## src/rtl/sector_cache_tag_manager_core_macros.svh

```systemverilog
// assertion macros shared by the sector cache tag manager rtl
// no dependencies; define ASSERT_OFF to compile the checks out
`ifndef SECTOR_CACHE_TAG_MANAGER_CORE_MACROS_SVH
`define SECTOR_CACHE_TAG_MANAGER_CORE_MACROS_SVH

`ifndef ASSERT_OFF

`define SCTM_ASSERT_ALWAYS(label, clk, rst, expr) \
  label: assert property (@(posedge clk) disable iff (rst) (expr)) \
    else $error("assertion failed");

`define SCTM_ASSERT_IMPLIES(label, clk, rst, ante, cons) \
  label: assert property (@(posedge clk) disable iff (rst) (ante) |-> (cons)) \
    else $error("assertion failed");

`define SCTM_ASSERT_NEXT(label, clk, rst, ante, cons) \
  label: assert property (@(posedge clk) disable iff (rst) (ante) |=> (cons)) \
    else $error("assertion failed");

`else

`define SCTM_ASSERT_ALWAYS(label, clk, rst, expr)
`define SCTM_ASSERT_IMPLIES(label, clk, rst, ante, cons)
`define SCTM_ASSERT_NEXT(label, clk, rst, ante, cons)

`endif

`endif

```

## src/rtl/sctm_pkg.sv

```systemverilog
// shared types and defaults for the sector cache tag manager
// no dependencies
package sctm_pkg;

  localparam int DEFAULT_CACHE_SLOTS = 16;
  localparam int DEFAULT_SECTOR_BITS = 12;

  typedef enum logic [0:0] {
    OP_READ  = 1'b0,
    OP_WRITE = 1'b1
  } op_t;

  typedef struct packed {
    logic hit;
    logic fill_needed;
  } status_t;

endpackage

```

## src/rtl/sctm_req_if.sv

```systemverilog
// request channel: operation and sector number with valid/ready
// depends on sctm_pkg for the default width
interface sctm_req_if #(
  parameter int SECTOR_BITS = sctm_pkg::DEFAULT_SECTOR_BITS
);
  logic                   valid;
  logic                   ready;
  logic                   operation;
  logic [SECTOR_BITS-1:0] sector_number;

  modport source (output valid, output operation, output sector_number, input ready);
  modport sink   (input valid, input operation, input sector_number, output ready);
endinterface

```

## src/rtl/sctm_resp_if.sv

```systemverilog
// response channel: hit, slot and fill request with valid/ready
// depends on sctm_pkg for the default slot count
interface sctm_resp_if #(
  parameter int CACHE_SLOTS = sctm_pkg::DEFAULT_CACHE_SLOTS,
  parameter int SLOT_W      = $clog2(CACHE_SLOTS)
);
  logic              valid;
  logic              ready;
  logic              hit;
  logic [SLOT_W-1:0] slot;
  logic              fill_needed;

  modport source (output valid, output hit, output slot, output fill_needed, input ready);
  modport sink   (input valid, input hit, input slot, input fill_needed, output ready);
endinterface

```

## src/rtl/sctm_tag_store.sv

```systemverilog
// tag registers, valid bits, round-robin pointer and parallel compare
// depends on sctm_pkg and the macro header
`include "sector_cache_tag_manager_core_macros.svh"

module sctm_tag_store #(
  parameter int CACHE_SLOTS = sctm_pkg::DEFAULT_CACHE_SLOTS,
  parameter int SECTOR_BITS = sctm_pkg::DEFAULT_SECTOR_BITS,
  parameter int SLOT_W      = $clog2(CACHE_SLOTS)
) (
  input  logic                   clk,
  input  logic                   rst,
  input  logic                   commit,
  input  logic                   operation,
  input  logic [SECTOR_BITS-1:0] sector_number,
  output sctm_pkg::status_t      status,
  output logic [SLOT_W-1:0]      slot
);

  logic [SECTOR_BITS-1:0] tags [CACHE_SLOTS];
  logic [CACHE_SLOTS-1:0] valid_bits;
  logic [SLOT_W-1:0]      ptr;
  logic [SLOT_W-1:0]      ptr_next;

  logic [CACHE_SLOTS-1:0] match;
  logic [SLOT_W-1:0]      hit_slot;
  logic                   hit;
  logic                   alloc;

  always_comb begin
    for (int i = 0; i < CACHE_SLOTS; i++) begin
      match[i] = valid_bits[i] && (tags[i] == sector_number);
    end
  end

  // tags stay unique, so at most one match and an or-encode is exact
  always_comb begin
    hit_slot = '0;
    for (int i = 0; i < CACHE_SLOTS; i++) begin
      if (match[i]) begin
        hit_slot = hit_slot | SLOT_W'(i);
      end
    end
  end

  assign hit   = |match;
  assign alloc = !hit && (operation == sctm_pkg::OP_READ);

  assign ptr_next = (ptr == SLOT_W'(CACHE_SLOTS - 1)) ? '0 : ptr + SLOT_W'(1);

  always_comb begin
    status.hit         = hit;
    status.fill_needed = alloc;
    if (hit) begin
      slot = hit_slot;
    end else if (alloc) begin
      slot = ptr;
    end else begin
      slot = '0;
    end
  end

  always_ff @(posedge clk) begin
    if (rst) begin
      valid_bits <= '0;
      ptr        <= '0;
    end else if (commit && alloc) begin
      valid_bits[ptr] <= 1'b1;
      ptr             <= ptr_next;
    end
  end

  always_ff @(posedge clk) begin
    if (commit && alloc) begin
      tags[ptr] <= sector_number;
    end
  end

  `SCTM_ASSERT_ALWAYS(a_single_match, clk, rst, $onehot0(match))
  `SCTM_ASSERT_ALWAYS(a_ptr_in_range, clk, rst, ptr <= SLOT_W'(CACHE_SLOTS - 1))
  `SCTM_ASSERT_NEXT(a_alloc_sets_valid, clk, rst, commit && alloc,
                    valid_bits[$past(ptr)] && tags[$past(ptr)] == $past(sector_number))

endmodule

```

## src/rtl/sector_cache_tag_manager_core.sv

```systemverilog
// top level of the sector cache tag manager: request stage and result register
// depends on sctm_pkg, sctm_req_if, sctm_resp_if, sctm_tag_store and the macro header
//
//   channel  dir  beat contents
//   req      in   operation, sector_number
//   resp     out  hit, slot, fill_needed
//
// one beat per cycle sustained while results are taken; a taken request waits in the request
// stage, then its result is registered in the output register and taken from there as a beat
// the parallel tag compare plus pointer update between the request and result registers
// sets the cycle; reset clears the valid bits and pointer at once, no clearing pass
// a stalled result holds in the output register, and the request stage holds behind it
`include "sector_cache_tag_manager_core_macros.svh"

module sector_cache_tag_manager_core #(
  parameter int CACHE_SLOTS = sctm_pkg::DEFAULT_CACHE_SLOTS,
  parameter int SECTOR_BITS = sctm_pkg::DEFAULT_SECTOR_BITS,
  parameter int SLOT_W      = $clog2(CACHE_SLOTS)
) (
  input  logic        clk,
  input  logic        rst,
  sctm_req_if.sink    req,
  sctm_resp_if.source resp
);

  logic                   s1_valid;
  logic                   s1_op;
  logic [SECTOR_BITS-1:0] s1_sec;
  logic                   advance;

  logic                   out_valid;
  logic                   out_hit;
  logic [SLOT_W-1:0]      out_slot;
  logic                   out_fill;

  sctm_pkg::status_t      lk_status;
  logic [SLOT_W-1:0]      lk_slot;

  assign advance   = s1_valid && (!out_valid || resp.ready);
  assign req.ready = !s1_valid || advance;

  sctm_tag_store #(
    .CACHE_SLOTS (CACHE_SLOTS),
    .SECTOR_BITS (SECTOR_BITS),
    .SLOT_W      (SLOT_W)
  ) u_tags (
    .clk           (clk),
    .rst           (rst),
    .commit        (advance),
    .operation     (s1_op),
    .sector_number (s1_sec),
    .status        (lk_status),
    .slot          (lk_slot)
  );

  always_ff @(posedge clk) begin
    if (rst) begin
      s1_valid  <= 1'b0;
      out_valid <= 1'b0;
    end else begin
      if (req.ready) begin
        s1_valid <= req.valid;
      end
      if (advance) begin
        out_valid <= 1'b1;
      end else if (resp.ready) begin
        out_valid <= 1'b0;
      end
    end
  end

  always_ff @(posedge clk) begin
    if (req.valid && req.ready) begin
      s1_op  <= req.operation;
      s1_sec <= req.sector_number;
    end
    if (advance) begin
      out_hit  <= lk_status.hit;
      out_slot <= lk_slot;
      out_fill <= lk_status.fill_needed;
    end
  end

  assign resp.valid       = out_valid;
  assign resp.hit         = out_hit;
  assign resp.slot        = out_slot;
  assign resp.fill_needed = out_fill;

  // request stage only waits on a full, unconsumed result register
  `SCTM_ASSERT_IMPLIES(a_stall_cause, clk, rst, s1_valid && !advance,
                       out_valid && !resp.ready)
  `SCTM_ASSERT_IMPLIES(a_hit_no_fill, clk, rst, out_valid, !(out_hit && out_fill))
  `SCTM_ASSERT_NEXT(a_advance_fills_out, clk, rst, advance, out_valid)

endmodule

```

## src/flat_wrapper.sv

```systemverilog
// flat-port wrapper written by rule: the top's interface ports become plain ports
module sector_cache_tag_manager_core_flat 
#(
  parameter int CACHE_SLOTS = sctm_pkg::DEFAULT_CACHE_SLOTS,
  parameter int SECTOR_BITS = sctm_pkg::DEFAULT_SECTOR_BITS,
  parameter int SLOT_W      = $clog2(CACHE_SLOTS)
)
  (clk, rst, req_valid, req_operation, req_sector_number, req_ready, resp_valid, resp_hit, resp_slot, resp_fill_needed, resp_ready);
  sctm_req_if #(.SECTOR_BITS(SECTOR_BITS)) req_i ();
  sctm_resp_if #(.CACHE_SLOTS(CACHE_SLOTS), .SLOT_W(SLOT_W)) resp_i ();
  input  logic clk;
  input  logic rst;
  input wire logic [$bits(req_i.valid)-1:0] req_valid;
  input wire logic [$bits(req_i.operation)-1:0] req_operation;
  input wire logic [$bits(req_i.sector_number)-1:0] req_sector_number;
  output wire logic [$bits(req_i.ready)-1:0] req_ready;
  output wire logic [$bits(resp_i.valid)-1:0] resp_valid;
  output wire logic [$bits(resp_i.hit)-1:0] resp_hit;
  output wire logic [$bits(resp_i.slot)-1:0] resp_slot;
  output wire logic [$bits(resp_i.fill_needed)-1:0] resp_fill_needed;
  input wire logic [$bits(resp_i.ready)-1:0] resp_ready;
  assign req_i.valid = req_valid;
  assign req_i.operation = req_operation;
  assign req_i.sector_number = req_sector_number;
  assign req_ready = req_i.ready;
  assign resp_valid = resp_i.valid;
  assign resp_hit = resp_i.hit;
  assign resp_slot = resp_i.slot;
  assign resp_fill_needed = resp_i.fill_needed;
  assign resp_i.ready = resp_ready;
  sector_cache_tag_manager_core #(.CACHE_SLOTS(CACHE_SLOTS), .SECTOR_BITS(SECTOR_BITS), .SLOT_W(SLOT_W)) u_core (.clk(clk), .rst(rst), .req(req_i), .resp(resp_i));
endmodule
```

## config.mk

```make
export PLATFORM = sky130hd
export DESIGN_NAME = sector_cache_tag_manager_core_flat
export DESIGN_NICKNAME = d
export VERILOG_FILES = /design/src/rtl/sctm_pkg.sv /design/src/rtl/sctm_req_if.sv /design/src/rtl/sctm_resp_if.sv /design/src/rtl/sctm_tag_store.sv /design/src/rtl/sector_cache_tag_manager_core.sv /design/src/flat_wrapper.sv
export VERILOG_INCLUDE_DIRS = /design/src /design/src/rtl
export SDC_FILE = /design/constraint.sdc
export NUM_CORES = 1
export LEC_CHECK = 0
export BUFFER_PORTS_ARGS = -buffer_cell sky130_fd_sc_hd__buf_4
export CAP_MARGIN = 20
export CORE_ASPECT_RATIO = 0.75
export CORE_UTILIZATION = 30
export DETAILED_ROUTE_END_ITERATION = 10
export HOLD_SLACK_MARGIN = 0.02
export PLACE_DENSITY = 0.41
export SLEW_MARGIN = 30
export SYNTH_ARGS = -nofsm -noshare
export SYNTH_HDL_FRONTEND = slang
export SYNTH_SLANG_ARGS = --single-unit
```

## constraint.sdc

```tcl
create_clock -name clk -period 3.5 [get_ports clk]
set_input_delay 0.35 -clock clk [delete_from_list [all_inputs] [get_ports clk]]
set_output_delay 0.35 -clock clk [all_outputs]
set_load 0.1 [all_outputs]
```

==> impl_summary.md <==
Synth
The flip-flop and latch count after synthesis is approximately 230. The most used flip-flop cell after synthesis is edfxtp_1. The share of the synthesized area in the top cell type is 63.05%. The net count after synthesis is between 600 and 700. The mean instance size in the synthesized netlist is roughly 16 um^2. The most repeated cell in the gate-level netlist after synthesis is edfxtp_1. By area the synthesized netlist is led by edfxtp_1 (63%), xnor2_1 (17%), dfxtp_1 (4.4%). In the synthesized netlist, the cells that appear most often are edfxtp_1 (211), xnor2_1 (192), nand4_1 (33). The cell type with the highest aggregate area in the netlist is edfxtp_1. The instance count of the mapped netlist is 634. The number of different library cells in the post-synthesis netlist is 40.

For this run, asynchronously set or reset flops after synthesis account for 0%. Yosys printed 0 warnings. The cell area after synthesis is around 10000 um^2.

The register area share after synthesis is between 60% and 70%. The synthesized design contains between 200 and 250 enable-type register cells.

Timing
The final period demand of the worst path is around 3.0 ns. Hold timing on the final database bottoms out at a slack of about 0.054 ns. The final sum of negative setup slack is 0 ns. The worst path meets setup with around 0.46 ns of slack. The fmax is roughly 0.33 GHz.

The max-slew violation total from the final report is 0. The number of hold-slack violations in the final timing report came to 0. The relative slew slack is 39.52%. At the pin with the least slew margin, the transition time is roughly 0.9 ns. Between clock sinks in the finished design, the worst skew comes to between 0.02 and 0.025 ns. The part of the cycle the worst path needs is 86.99%.

Setup repair after global routing left no endpoint under its margin. Setup violations remaining at the end of the flow were counted as 0.

Power
In this run the static leakage power is roughly 3.8 nW. The total power divided by cell area is a little over 500 nW/um^2. VDD sags by at most around 0.26 mV.

Floorplan
Once the floorplan was initialized, standard cells occupied 30.77% of the core. The floorplan has 57 rows. The die is 213.3 um wide. In this run the vertical extent of the chip is between 150 and 200 um. In this run the count of I/O pins placed on the die edge is 25. The floorplan step defined a core boundary enclosing ~33000 um^2. The die covers between 30000 and 40000 um^2.

Layout
The finished cells cover ~12000 um^2. 0 antenna diodes ended up in the layout. Summing all multi-input logic gate instances after layout gives between 2000 and 3000 um^2.

Counting the fill cells in the layout gives about 3100. The area growth from synthesis to layout is 19.57%. Of the cells placed in the final design, the portion with a size suffix greater than 1 is between 15 and 20%. The sequential standard cell area is a little under 7000 um^2. The number of cells in the finished layout apart from fillers is around 1200. After the last flow step, the layout net total stands at ~730.

Place
The number of buffers inserted by port buffering is 24. The congestion estimate from routability-driven global placement came to slightly below 0.8. The worst setup timing slack at the placement stage is just under 0.4 ns. Once placement completed, the tool counted placed cells totaling about 1100. In this run the cell area measured after placement is ~11000 um^2.

The detailed placement HPWL is between 10000 and 15000 um.

Worst setup path
The setup check on the worst reg-to-reg path leaves a slack of between 0.4 and 0.5 ns. The worst setup path startpoint is u_core.s1_sec[9]. The worst register-to-register path begins at u_core.s1_sec[9].

At the worst endpoint, the arrival time is 3.28 ns. Walking the worst path, the cells encountered are buf_4, xnor2_1, nand4_1, nor4_1, nor4_2, nand4_4, nor2_8, and3_1, buf_12. The type of origin of the critical path is a flip-flop. The data required time of the worst path is about 3.7 ns. Counting buffers and inverters, the worst setup path is 9 cells deep. The number of buffers and inverters on the critical path is 2. The endpoint of the most critical register-to-register path is u_core.u_tags.tags[9][3]. The maximum fanout along the worst path is 26. The critical path capture point is u_core.u_tags.tags[9][3]. The worst setup path is captured at a flip-flop. In this design, the largest share of critical-path delay is due to simple AND/OR/NAND/NOR gates. In this design, the stage delay of the slowest critical-path cell is between 0.4 and 0.5 ns. The number of cells on the worst reg-to-reg path is 9.

The cell with the biggest individual delay on the critical path is nor4_2. The critical path in this run is classified as reg2reg.

Clocking
The clock tree from TritonCTS is built. Clock-pin slew was measured on the worst setup and hold paths at 0.06 ns. The longest clock path from root to sink contains 3 buffers.

The number of H-tree branching levels is 1. The clock latency reported for the late side of the worst-skew pair is 0.54 ns. The total clock buffers created by CTS is 26. The clock net in this run drives a total of between 200 and 250 sinks.

Clock tree synthesis selected as its root buffer the cell clkbuf_16.

Detailed routing
The count of nets left with antenna violations once routing finished came out at 0. The number of detailed-routing iterations run before antenna repair is 4. The routed length per placed instance is 19.36 um.

After detailed routing, the total wire length is ~23000 um. Using the TritonRoute via totals, the vias-per-cell ratio works out to around 4.5. The routed layout has 5241 vias. The number of remaining DRC errors is 0. The number of DRC markers in iteration 0 is around 300.

Global routing
The wire length of the first global-routing pass is ~35000 um. Summed over all layers, the global routing overflow is 0. Entering global routing, the biggest net connects 33 pins. The number of antenna violations at the first check in global routing was 0.

Global routing consumed, over all layers together, between 10% and 20% of the routing resources. The via count of the first global-routing pass is 5438.

Status
The flow ran to the end, and the final reports show no timing, DRC or antenna violations.

Worst hold path
The worst hold-check path type is in2reg.

Job
The max-cap check violation count is 0.
## cells by family (layout without fill, tap and decap cells)
family	count (synthesis)	in the layout	share of synthesized area, %
DFF	233	233	67.43
xor gates and xnor gates	192	192	16.73
and+or+nand+nor	143	143	8.852
buffers and inverters	34	132	4.071
AOI/OAI and AO/OA	27	27	2.303
adders and majority gates	4	4	0.4980
muxes	1	1	0.1120
## layer usage
metal	GRT usage [%]	vias up	part of all wire, %
met5	0	-	0
met4	3.084	0	2.0
met3	2.972	36	3.5
met2	19.79	99	41
met1	21.43	2608	53
li1	-	2498	-
## cells in the final DEF (no fill, tap or decap), types with 2 or more instances in the layout
master / netlist / layout
nor4_1: 18 / 18
dfxtp_1: 22 / 22
and2_1: 7 / 7
ha_1: 4 / 4
nand3_1: 19 / 19
inv_1: 2 / 2
bufinv_16: 0 / 2
clkinvlp_4: 0 / 2
clkbuf_16: 0 / 27
and3_1: 12 / 12
nor4_2: 8 / 8
clkinv_2: 0 / 7
a21oi_1: 3 / 3
nand2_1: 20 / 20
nand4_1: 33 / 33
nor2b_1: 10 / 10
nor2_1: 7 / 7
edfxtp_1: 211 / 211
a22o_1: 2 / 2
xnor2_1: 192 / 192
o311ai_0: 2 / 2
clkinv_1: 1 / 2
clkbuf_8: 0 / 6
nor3_1: 2 / 2
buf_4: 1 / 45
dlygate4sd3_1: 0 / 13
clkbuf_1: 4 / 3
a21o_1: 2 / 2
buf_12: 9 / 23
a32o_1: 13 / 13
## stage by stage
stage	util (%)	total power [W]
final	36.79	0.006226
after floorplan	-	0.003387
after detailed placement	33.69	0.003495
after global placement	33.69	0.003492
after CTS	36.79	0.006321
after global routing	36.79	0.006453
## worst min path at each step
stage,startpoint,end,slack (ns),depth (start not counted)
finish,req_valid,u_core.s1_valid,0.05,3
global route,req_valid,u_core.s1_valid,0.07,3
CTS,req_valid,u_core.s1_valid,0.04,3
detailed placement,u_core.u_tags.valid_bits[3],u_core.u_tags.valid_bits[3],0.45,1
global placement,u_core.u_tags.valid_bits[3],u_core.u_tags.valid_bits[3],0.45,1
floorplan,u_core.u_tags.valid_bits[3],u_core.u_tags.valid_bits[3],0.44,1
## worst reg2reg max path: stages, from the launching register on
cell and delay [ns]:
edfxtp_1 0.40, buf_4 0.26, xnor2_1 0.20, nand4_1 0.15, nor4_1 0.12, nor4_2 0.48
nand4_4 0.24, nor2_8 0.39, and3_1 0.33, buf_12 0.17
## layout make-up
type | instances | area share [%]
clock inverters | 12 | 0.9475
clock buffers | 36 | 6.404
well taps | 442 | 4.602
flip-flops and latches | 233 | 56.39
multi-input cells | 367 | 23.83
repair buffers | 81 | 7.726
inverters | 3 | 0.09371
## power by group
| group | switching (W) | internal (W) |
|---|---|---|
| clock | 0.00111 | 0.00168 |
| combinational | 0.000220 | 0.000149 |
| sequential | 0.0000143 | 0.00305 |
| total | 0.00135 | 0.00488 |
## flip-flops by register name, indices dropped and copies added (netlist names), 4 cells and up
signal / count
u_core.u_tags.valid_bits: 16
u_core.resp.slot: 4
u_core.u_tags.ptr: 4
u_core.s1_sec: 12
u_core.u_tags.tags: 192
## timing repair
action	in CTS	in global routing
hold buffers	13	0
gates resized for setup	0	0
setup buffers	0	0
endpoints found under the hold margin	13	0
Note: power is estimated with default switching activity, not from simulation.
